File: src/rtl/gap_pkg.sv
`default_nettype none
package gap_pkg;

  localparam int SAMPLE_WIDTH = 16;
  localparam int COUNT_WIDTH = 21;
  localparam int SUM_WIDTH = SAMPLE_WIDTH + COUNT_WIDTH;
  localparam int STEP_WIDTH = $clog2(SAMPLE_WIDTH);
  localparam int QUEUE_DEPTH = 2;
  localparam int QPTR_WIDTH = $clog2(QUEUE_DEPTH);

  typedef logic signed [SAMPLE_WIDTH-1:0] sample_t;
  typedef logic [COUNT_WIDTH-1:0] count_t;
  typedef logic signed [SUM_WIDTH-1:0] sum_t;
  typedef logic [SUM_WIDTH-1:0] mag_t;
  typedef logic [SAMPLE_WIDTH-1:0] quot_t;
  typedef logic [STEP_WIDTH-1:0] step_t;

  typedef struct packed {
    sum_t   sum;
    count_t count;
  } job_t;

  typedef struct packed {
    logic full;
    logic empty;
  } queue_status_t;

  typedef enum logic [1:0] {
    S_IDLE,
    S_DIV,
    S_DONE
  } back_state_t;

endpackage
`default_nettype wire

File: src/rtl/gap_if.sv
`default_nettype none
interface gap_sample_if import gap_pkg::*; ();
  logic    valid;
  logic    ready;
  sample_t sample;

  modport source (output valid, output sample, input ready);
  modport sink (input valid, input sample, output ready);
endinterface

interface gap_average_if import gap_pkg::*; ();
  logic    valid;
  logic    ready;
  sample_t average;

  modport source (output valid, output average, input ready);
  modport sink (input valid, input average, output ready);
endinterface
`default_nettype wire

File: src/rtl/global_average_pool_core.sv
`default_nettype none
// Global average pooling over a stream of signed Q8.8 samples sent channel by channel.
// The front accumulates one sample per cycle while the queue is not full and, on the last
// sample of a channel, hands the channel sum and count to a two-entry queue. A serial
// divider takes each queued channel in turn: it loads the channel, forms one quotient bit
// per cycle for 16 bits, then fills the output register once that register is free. The
// front keeps accepting samples while the divider works, as long as the queue has room.
// A spatial_count of zero acts as one.
module global_average_pool_core import gap_pkg::*; (
  input  wire logic     clk,
  input  wire logic     rst,
  input  wire logic     cfg_wr_en,
  input  wire count_t   cfg_wr_data,
  gap_sample_if.sink    samples,
  gap_average_if.source averages
);

  count_t        spatial_count;
  logic          push;
  job_t          push_job;
  logic          pop;
  job_t          head;
  queue_status_t status;

  always_ff @(posedge clk) begin
    if (rst) begin
      spatial_count <= count_t'(1);
    end else if (cfg_wr_en) begin
      spatial_count <= cfg_wr_data;
    end
  end

  gap_front u_front (
    .clk           (clk),
    .rst           (rst),
    .spatial_count (spatial_count),
    .samples       (samples),
    .queue_full    (status.full),
    .push          (push),
    .push_job      (push_job)
  );

  gap_queue u_queue (
    .clk      (clk),
    .rst      (rst),
    .push     (push),
    .push_job (push_job),
    .pop      (pop),
    .head     (head),
    .status   (status)
  );

  gap_back u_back (
    .clk         (clk),
    .rst         (rst),
    .head        (head),
    .queue_empty (status.empty),
    .pop         (pop),
    .averages    (averages)
  );

endmodule
`default_nettype wire

File: src/rtl/gap_front.sv
`default_nettype none
module gap_front import gap_pkg::*; (
  input  wire logic   clk,
  input  wire logic   rst,
  input  wire count_t spatial_count,
  gap_sample_if.sink  samples,
  input  wire logic   queue_full,
  output logic        push,
  output job_t        push_job
);

  sum_t   running_sum;
  count_t seen_count;
  sum_t   sum_next;
  count_t count_next;
  count_t limit;
  logic   close;
  logic   take;

  assign samples.ready = !queue_full;
  assign take = samples.valid && samples.ready;

  always_comb begin
    limit = (spatial_count == '0) ? count_t'(1) : spatial_count;
    sum_next = running_sum + sum_t'(samples.sample);
    count_next = seen_count + count_t'(1);
    close = (count_next >= limit);
  end

  assign push = take && close;
  assign push_job = '{sum: sum_next, count: count_next};

  always_ff @(posedge clk) begin
    if (rst) begin
      running_sum <= '0;
      seen_count <= '0;
    end else if (take) begin
      if (close) begin
        running_sum <= '0;
        seen_count <= '0;
      end else begin
        running_sum <= sum_next;
        seen_count <= count_next;
      end
    end
  end

endmodule
`default_nettype wire

File: src/rtl/gap_queue.sv
`default_nettype none
module gap_queue import gap_pkg::*; (
  input  wire logic  clk,
  input  wire logic  rst,
  input  wire logic  push,
  input  wire job_t  push_job,
  input  wire logic  pop,
  output job_t       head,
  output queue_status_t status
);

  job_t                 entries [QUEUE_DEPTH];
  logic [QPTR_WIDTH-1:0] wr_ptr;
  logic [QPTR_WIDTH-1:0] rd_ptr;
  logic [QPTR_WIDTH:0]   fill;

  assign status.full = (fill == (QPTR_WIDTH+1)'(QUEUE_DEPTH));
  assign status.empty = (fill == '0);
  assign head = entries[rd_ptr];

  always_ff @(posedge clk) begin
    if (push) begin
      entries[wr_ptr] <= push_job;
    end
  end

  always_ff @(posedge clk) begin
    if (rst) begin
      wr_ptr <= '0;
      rd_ptr <= '0;
      fill <= '0;
    end else begin
      if (push) begin
        wr_ptr <= wr_ptr + 1'b1;
      end
      if (pop) begin
        rd_ptr <= rd_ptr + 1'b1;
      end
      case ({push, pop})
        2'b10:   fill <= fill + 1'b1;
        2'b01:   fill <= fill - 1'b1;
        default: fill <= fill;
      endcase
    end
  end

endmodule
`default_nettype wire

File: src/rtl/gap_back.sv
`default_nettype none
module gap_back import gap_pkg::*; (
  input  wire logic  clk,
  input  wire logic  rst,
  input  wire job_t  head,
  input  wire logic  queue_empty,
  output logic       pop,
  gap_average_if.source averages
);

  back_state_t state;
  back_state_t state_next;
  mag_t        rem;
  mag_t        divisor;
  quot_t       quot;
  step_t       step;
  logic        neg;
  logic        out_valid;
  sample_t     out_data;
  logic        load_out;
  logic        fits;
  mag_t        head_mag;

  always_comb begin
    case (state)
      S_IDLE:  state_next = queue_empty ? S_IDLE : S_DIV;
      S_DIV:   state_next = (step == '0) ? S_DONE : S_DIV;
      S_DONE:  state_next = (!out_valid || averages.ready) ? S_IDLE : S_DONE;
      default: state_next = S_IDLE;
    endcase
  end

  always_comb begin
    pop = 1'b0;
    load_out = 1'b0;
    case (state)
      S_IDLE:  pop = !queue_empty;
      S_DONE:  load_out = !out_valid || averages.ready;
      default: ;
    endcase
  end

  assign head_mag = head.sum[SUM_WIDTH-1] ? mag_t'(-head.sum) : mag_t'(head.sum);
  assign fits = (rem >= divisor);

  always_ff @(posedge clk) begin
    if (pop) begin
      neg <= head.sum[SUM_WIDTH-1];
      rem <= head_mag;
      divisor <= mag_t'(head.count) << (SAMPLE_WIDTH - 1);
      quot <= '0;
      step <= step_t'(SAMPLE_WIDTH - 1);
    end else if (state == S_DIV) begin
      if (fits) begin
        rem <= rem - divisor;
      end
      divisor <= divisor >> 1;
      quot <= {quot[SAMPLE_WIDTH-2:0], fits};
      step <= step - 1'b1;
    end
    if (load_out) begin
      out_data <= neg ? sample_t'(-quot) : sample_t'(quot);
    end
  end

  always_ff @(posedge clk) begin
    if (rst) begin
      state <= S_IDLE;
      out_valid <= 1'b0;
    end else begin
      state <= state_next;
      if (load_out) begin
        out_valid <= 1'b1;
      end else if (averages.ready) begin
        out_valid <= 1'b0;
      end
    end
  end

  assign averages.valid = out_valid;
  assign averages.average = out_data;

endmodule
`default_nettype wire
File: src/flat_wrapper.sv
// flat-port wrapper written by rule: the top's interface ports become plain ports
module global_average_pool_core_flat import gap_pkg::*;
  (clk, rst, cfg_wr_en, cfg_wr_data, samples_valid, samples_sample, samples_ready, averages_valid, averages_average, averages_ready);
  gap_sample_if samples_i ();
  gap_average_if averages_i ();
  input  wire logic clk;
  input  wire logic rst;
  input  wire logic cfg_wr_en;
  input  wire count_t cfg_wr_data;
  input wire logic [$bits(samples_i.valid)-1:0] samples_valid;
  input wire logic [$bits(samples_i.sample)-1:0] samples_sample;
  output wire logic [$bits(samples_i.ready)-1:0] samples_ready;
  output wire logic [$bits(averages_i.valid)-1:0] averages_valid;
  output wire logic [$bits(averages_i.average)-1:0] averages_average;
  input wire logic [$bits(averages_i.ready)-1:0] averages_ready;
  assign samples_i.valid = samples_valid;
  assign samples_i.sample = samples_sample;
  assign samples_ready = samples_i.ready;
  assign averages_valid = averages_i.valid;
  assign averages_average = averages_i.average;
  assign averages_i.ready = averages_ready;
  global_average_pool_core u_core (.clk(clk), .rst(rst), .cfg_wr_en(cfg_wr_en), .cfg_wr_data(cfg_wr_data), .samples(samples_i), .averages(averages_i));
endmodule
File: config.mk
export PLATFORM = sky130hd
export DESIGN_NAME = global_average_pool_core_flat
export DESIGN_NICKNAME = d
export VERILOG_FILES = /design/src/rtl/gap_pkg.sv /design/src/rtl/gap_if.sv /design/src/rtl/global_average_pool_core.sv /design/src/rtl/gap_front.sv /design/src/rtl/gap_queue.sv /design/src/rtl/gap_back.sv /design/src/flat_wrapper.sv
export SDC_FILE = /design/constraint.sdc
export NUM_CORES = 1
export LEC_CHECK = 0
export BUFFER_PORTS_ARGS = -buffer_cell sky130_fd_sc_hd__buf_2
export CORE_MARGIN = 2
export CORE_UTILIZATION = 61
export DETAILED_ROUTE_END_ITERATION = 7
export GPL_TIMING_DRIVEN = 0
export PLACE_DENSITY_LB_ADDON = 0.1
export SYNTH_ARGS = -nofsm -noshare
export SYNTH_HDL_FRONTEND = slang
export SYNTH_SLANG_ARGS = --single-unit
File: constraint.sdc
create_clock -name clk -period 7.52 [get_ports clk]
set_clock_uncertainty 0.15 [all_clocks]
set_input_delay 0.376 -clock clk [delete_from_list [all_inputs] [get_ports clk]]
set_output_delay 0.376 -clock clk [all_outputs]
set_load 0.005 [all_outputs]
## Word-level counts from Yosys, hierarchy flattened

Memory sizes are Yosys's and may differ from the RTL's. A register that Yosys moved wholly into a read port is not among the register bits.
Cells that the tools add are included.

- Register bits after elaboration: 196
- Bits in latches: 0
- RAM bits: 116
- Memory bits (read-only): 0
- Bits of input ports: 42
- Output and inout bits: 18
- Memories: 1

Memory list:

| name | words | bits a word | read ports | clocked after Yosys merged registers in | write ports | RTL line | RTL |
|---|---|---|---|---|---|---|---|
| u_core.u_queue.entries | 2 | 58 | 1 | 1 | 1 | gap_queue.sv:12 | `job_t entries [QUEUE_DEPTH];` |

- Add/sub/neg operators: 10
- Multiply operators: 0
- Divide/modulo/power cells: 0
- Order comparisons: 2
- Eq/ne operators: 5
- Shift operators: 0
- Multiplexer cells: 23
- Bitwise logic cells: 0
- Reductions and logical operators: 15

Operators by type and width:

| kind | count |
|---|---|
| $mux 37 | 5 |
| $mux 36 | 2 |
| $mux 21 | 2 |
| $add 37x16->37 | 1 |
| $ge 37x36->1 | 1 |
| $neg 37->37 | 1 |
| $sub 37x36->37 | 1 |
| $add 21x1->21 const B | 1 |
| $ge 21x21->1 | 1 |
| $logic_not 21->1 | 1 |
| $mux 16 | 1 |
| $neg 16->16 | 1 |
| $mux 1 | 9 |
| $reduce_bool 2->1 | 4 |
| $eq 2x2->1 const B | 3 |
| $pmux 2 s3 | 1 |
| $eq 2x1->1 const B | 2 |
| $logic_not 2->1 | 2 |
| $logic_not 4->1 | 1 |
| $mux 2 | 2 |
| $pmux 2 s2 | 1 |
| $sub 4x1->4 const B | 1 |
| $logic_not 1->1 | 3 |
| $add 1x1->1 const B | 2 |
| other kinds (5) | 6 |

## Logic depth before layout (Yosys ltp)

- Depth in word-level cells: 6
- Mapped depth: 19
- Mapped depth without buffers: 18

## Hierarchy

From an unflattened synthesis, not the netlist that was laid out.

- Cells, all modules: 1909
- Area, all modules: 18133.6 sq um

By module, submodules not included:

| module | times used | cells an instance | area each (sq um) |
|---|---|---|---|
| gap_back | 1 | 878 | 7536.0 |
| gap_front | 1 | 761 | 5454.0 |
| gap_queue | 1 | 202 | 4379.2 |
| global_average_pool_core | 1 | 68 | 764.5 |

## Worst setup path after synthesis

No wires, ideal clock.

- Path kind: reg-to-reg
- Start point: register u_core.u_front.seen_count[0]
- End point: memory u_core.u_queue.entries[0][0] (netlist bit) (enable)
- Setup time: 474 ps
- Arrival: 5302 ps
- Data required time: 6896 ps
- Path slack: 1594 ps
- Stages on the path, launching flop included: 15
- Path buffers: 1
- Cells stage by stage: dfxtp_1 -> ha_1 -> and3_1 -> and3_1 -> clkbuf_1 -> nand2_1 -> nor2_1 -> and3_1 -> xor2_1 -> ha_1 -> a2111oi_0 -> and3b_1 -> a21oi_1 -> nand2_1 -> nor2_1

RTL lines:

| what | RTL line | RTL |
|---|---|---|
| from (decl) | gap_front.sv:13 | `count_t seen_count;` |
| from (signal assigned) | gap_front.sv:43 | `seen_count <= count_next;` |
| to (decl) | gap_queue.sv:12 |  |

==> qor.yml <==
status: "finished, final reports clean"
hold_class: "primary input to flop"
hold_buffers: 21
seq_area_sq_um: 8180
cts_sinks: 313
dr_total_vias: 14235
crit_path_start_kind: "flop"
cp_slowest_cell: "and3_2"
grt_use_total_pct: 29.7
antenna_left: 0
core_region_area_sq_um: 28600
min_period_ps: 5600
critPathRequiredTime_ps: 7570
tightest_slew_ps: 1330
holdWs_ps: 64.5
cts_tree: "yes"
crit_buf_inv: 3
rr_worst_depth: 15
avgSynthCellArea_sq_um: 9.78
die_y_um: 174
slew_headroom_pct: 11.5
start_util_pct: 61.8
antennaDiodeCount: 0
clock_tree.root_cell: "clkbuf_16"
seq_area_frac_synth_pct: 46.2
finalWeightedCongestion: 0.945
crit_path_end_kind: "flop"
synth_ff_type: "edfxtp_1"
yosysUniqueCellTypes: 82
r2r_end: "u_core.u_queue.entries[1][47]$_DFFE_PP_"
cp_top_family: "simple AND/OR/NAND/NOR gates"
path_cells: "ha_1, and3_1, and3_1, clkbuf_1, nand2_1, nor2_1, and3_1, xor2_1, ha_1, a2111oi_0, and3b_1, a21oi_1, clkbuf_1, and3_2, buf_12"
grt_pass1_wl_mm: 71.6
p_leak_uw: 0.00769
placed_area_sq_um: 18500
r2r_setup_slack_ps: 1920
multiInputGateArea_sq_um: 8800
ys_seq_elements: 313
routed_wl_mm: 45.5
fp.dieArea_sq_um: 30400
holdPathStages: 3
die_x_um: 174
timing.final.crit_share_pct: 74.4
report.final.slew_viol_count: 0
layout.nets: 2068
max_stage_delay_ps: 660
synth_largest_area_cell: "edfxtp_1"
ctsResizeCount: 0
synth_edf_count: 191
syn2layout_area_growth_pct: 12.7
via_per_inst: 6.09
synth_nets: 1950
max-cap-violations: 0
dp_hpwl_mm: 34.0
grt_pass1_vias: 13514
grt_max_degree: 38
drtPass1Iterations: 6
powerDensity_nw_per_um2: 375
ys_top_cells_by_area: "edfxtp_1 32%, dfxtp_1 14%, ha_1 6.9%"
hp-start: "cfg_wr_en"
fp-row-count: 62
insertion_delay_ps: 530
timing.rr.start: "u_core.u_front.seen_count[0]$_SDFFE_PP0P_"
irDropWorstVdd_mv: 0.246
cp.arrival_ps: 5650
timing.final.ws_setup_ps: 1920
place_ws_ps: 2140
wl_per_cell_um: 19.5
hold_path_end: "u_core.spatial_count[20]$_SDFFE_PP0P_"
pin_count: 60
final_area_sq_um: 19900
fillCellCount: 2219
htreeDepth: 2
path_clk_slew_ps: 60
async_flop_share_pct: 0
fmax_ghz: 0.179
timing.critical_path.mode_cell: "and3_1"
final_layout_size_suffix_gt1_share_pct: 8.30
portBuffers: 57
totalPowerFinal_uw: 7480
drt_iter0_drc: 1424
syn_inst: 1808
cts_setup_buffers: 0
utilization_pct: 69.6
criticalPathCategory: "flop to flop"
hold_violations: 0
setup_viol: 0
mappedNetlistArea_sq_um: 17700
numCtsBuffers: 35
path_max_fanout: 37
gr-total-overflow: 0
yosysWarnings: 0
antenna_found_initial: 1
rsz0062_at_grt: "no"
cts_max_path_buffers: 3
netlist.area_leader.share_pct: 32.4
drc_errors: 0
-- flip-flops by register name (all words and copies together), names as in the netlist, 2 cells and up, named ones only --
name and count:
u_core.spatial_count 21, u_core.u_back.averages.average 16, u_core.u_back.divisor 36, u_core.u_back.quot 16
u_core.u_back.rem 37, u_core.u_back.state 2, u_core.u_back.step 4, u_core.u_front.running_sum 37
u_core.u_front.seen_count 21, u_core.u_queue.entries 116, u_core.u_queue.fill 2
-- tightest hold or removal path, cell delays in order --
cell and delay [ps]:
clkbuf_1 130, mux2i_1 90, nor2_1 100
-- synthesized netlist by cell type (all sizes together), types with 4 or more instances --
library cell / n
o211ai: 9
a31oi: 12
nand3: 41
xnor2: 81
nand2: 167
and2: 5
a21o: 43
edfxtp: 191
a21oi: 177
o21a: 8
buf: 22
nand4: 17
a211oi: 11
or3: 21
and3: 32
mux2i: 76
or2: 7
dfxtp: 122
o21ai: 99
a41oi: 6
nor3: 35
o31ai: 14
a2111oi: 4
a32o: 6
a22oi: 13
ha: 98
nand3b: 8
clkbuf: 65
a211o: 5
inv: 92
nor3b: 7
o22ai: 23
nor4: 14
nor2b: 13
nand2b: 20
a31o: 5
xor2: 51
and4: 5
o21bai: 11
nor2: 127
-- how the worst max path moves through the flow --
stage	cells past startpoint	slack [ps]	endpoint	start
floorplan	14	1590	u_core.u_queue.entries[0][0]$_DFFE_PP_	u_core.u_front.seen_count[0]$_SDFFE_PP0P_
global placement	14	-500	u_core.u_queue.entries[0][45]$_DFFE_PP_	u_core.u_front.seen_count[0]$_SDFFE_PP0P_
detailed placement	15	2140	u_core.u_queue.entries[1][45]$_DFFE_PP_	u_core.u_front.seen_count[0]$_SDFFE_PP0P_
CTS	15	2100	u_core.u_queue.entries[1][51]$_DFFE_PP_	u_core.u_front.seen_count[0]$_SDFFE_PP0P_
global route	15	1630	u_core.u_queue.entries[1][44]$_DFFE_PP_	u_core.u_front.seen_count[0]$_SDFFE_PP0P_
finish	15	1920	u_core.u_queue.entries[1][47]$_DFFE_PP_	u_core.u_front.seen_count[0]$_SDFFE_PP0P_
-- area by class of cell --
cell class,count,share of cell area [%]
Inverter,92,1.73
Clock buffer,49,4.97
Clock inverter,14,0.979
Timing Repair Buffer,81,2.82
Multi-Input combinational cell,1316,44.2
Sequential cell,313,41.0
Tap cell,384,2.41
Buffer,87,1.90
-- per-layer routing --
layer / track usage (%) / wire length (um) / up-vias
met3: 3.65 / 3020 / 117
li1: - / - / 6829
met1: 40.1 / 19500 / 6748
met5: 0 / 18 / -
met4: 11.5 / 1870 / 2
met2: 49.0 / 21100 / 539
-- through the flow --
step	cells	setup TNS, ps
2_1_floorplan	1808	0
3_3_place_gp	2249	-32830
3_5_place_dp	2252	0
4_1_cts	2336	0
5_1_grt	2336	0
6_report	2336	0
-- kinds of logic (layout without fill, tap and decap cells) --
logic type / count (synthesis) / after routing / share of synthesized area (%)
muxes: 79 / 79 / 4.51
buffers and inverters: 179 / 323 / 4.09
adders and majority gates: 100 / 100 / 7.16
AOI/OAI and AO/OA: 475 / 475 / 16.6
and+or+nand+nor: 530 / 530 / 14.8
DFF: 313 / 313 / 46.2
xor gates and xnor gates: 132 / 132 / 6.54
-- cell usage in the layout (no fill, tap or decap), drive strengths merged, types with 6 or more instances in the layout --
cell,n
nor4,14
xor2,51
or3,21
nand3,41
o21ai,99
ha,98
and3,32
nor2,127
o21a,8
buf,82
o21bai,11
a32o,6
a21oi,177
a21o,43
o211ai,9
nand3b,8
a211oi,11
a22oi,13
dfxtp,122
dlygate4sd3,21
or2,7
edfxtp,191
inv,94
clkbuf,114
nand4,17
a41oi,6
xnor2,81
nor3,35
mux2i,76
nor3b,7
o22ai,23
a31oi,12
nor2b,13
nand2b,20
nand2,167
o31ai,14
-- power breakdown --
| part | leakage [uW] | internal (uW) | switching [uW] | total (uW) |
|---|---|---|---|---|
| Clock | 0.000572 | 1070 | 697 | 1760 |
| Sequential | 0.00281 | 2330 | 132 | 2470 |
| Combinational | 0.00431 | 1250 | 2000 | 3250 |
Power figures use the tool's default switching activity.
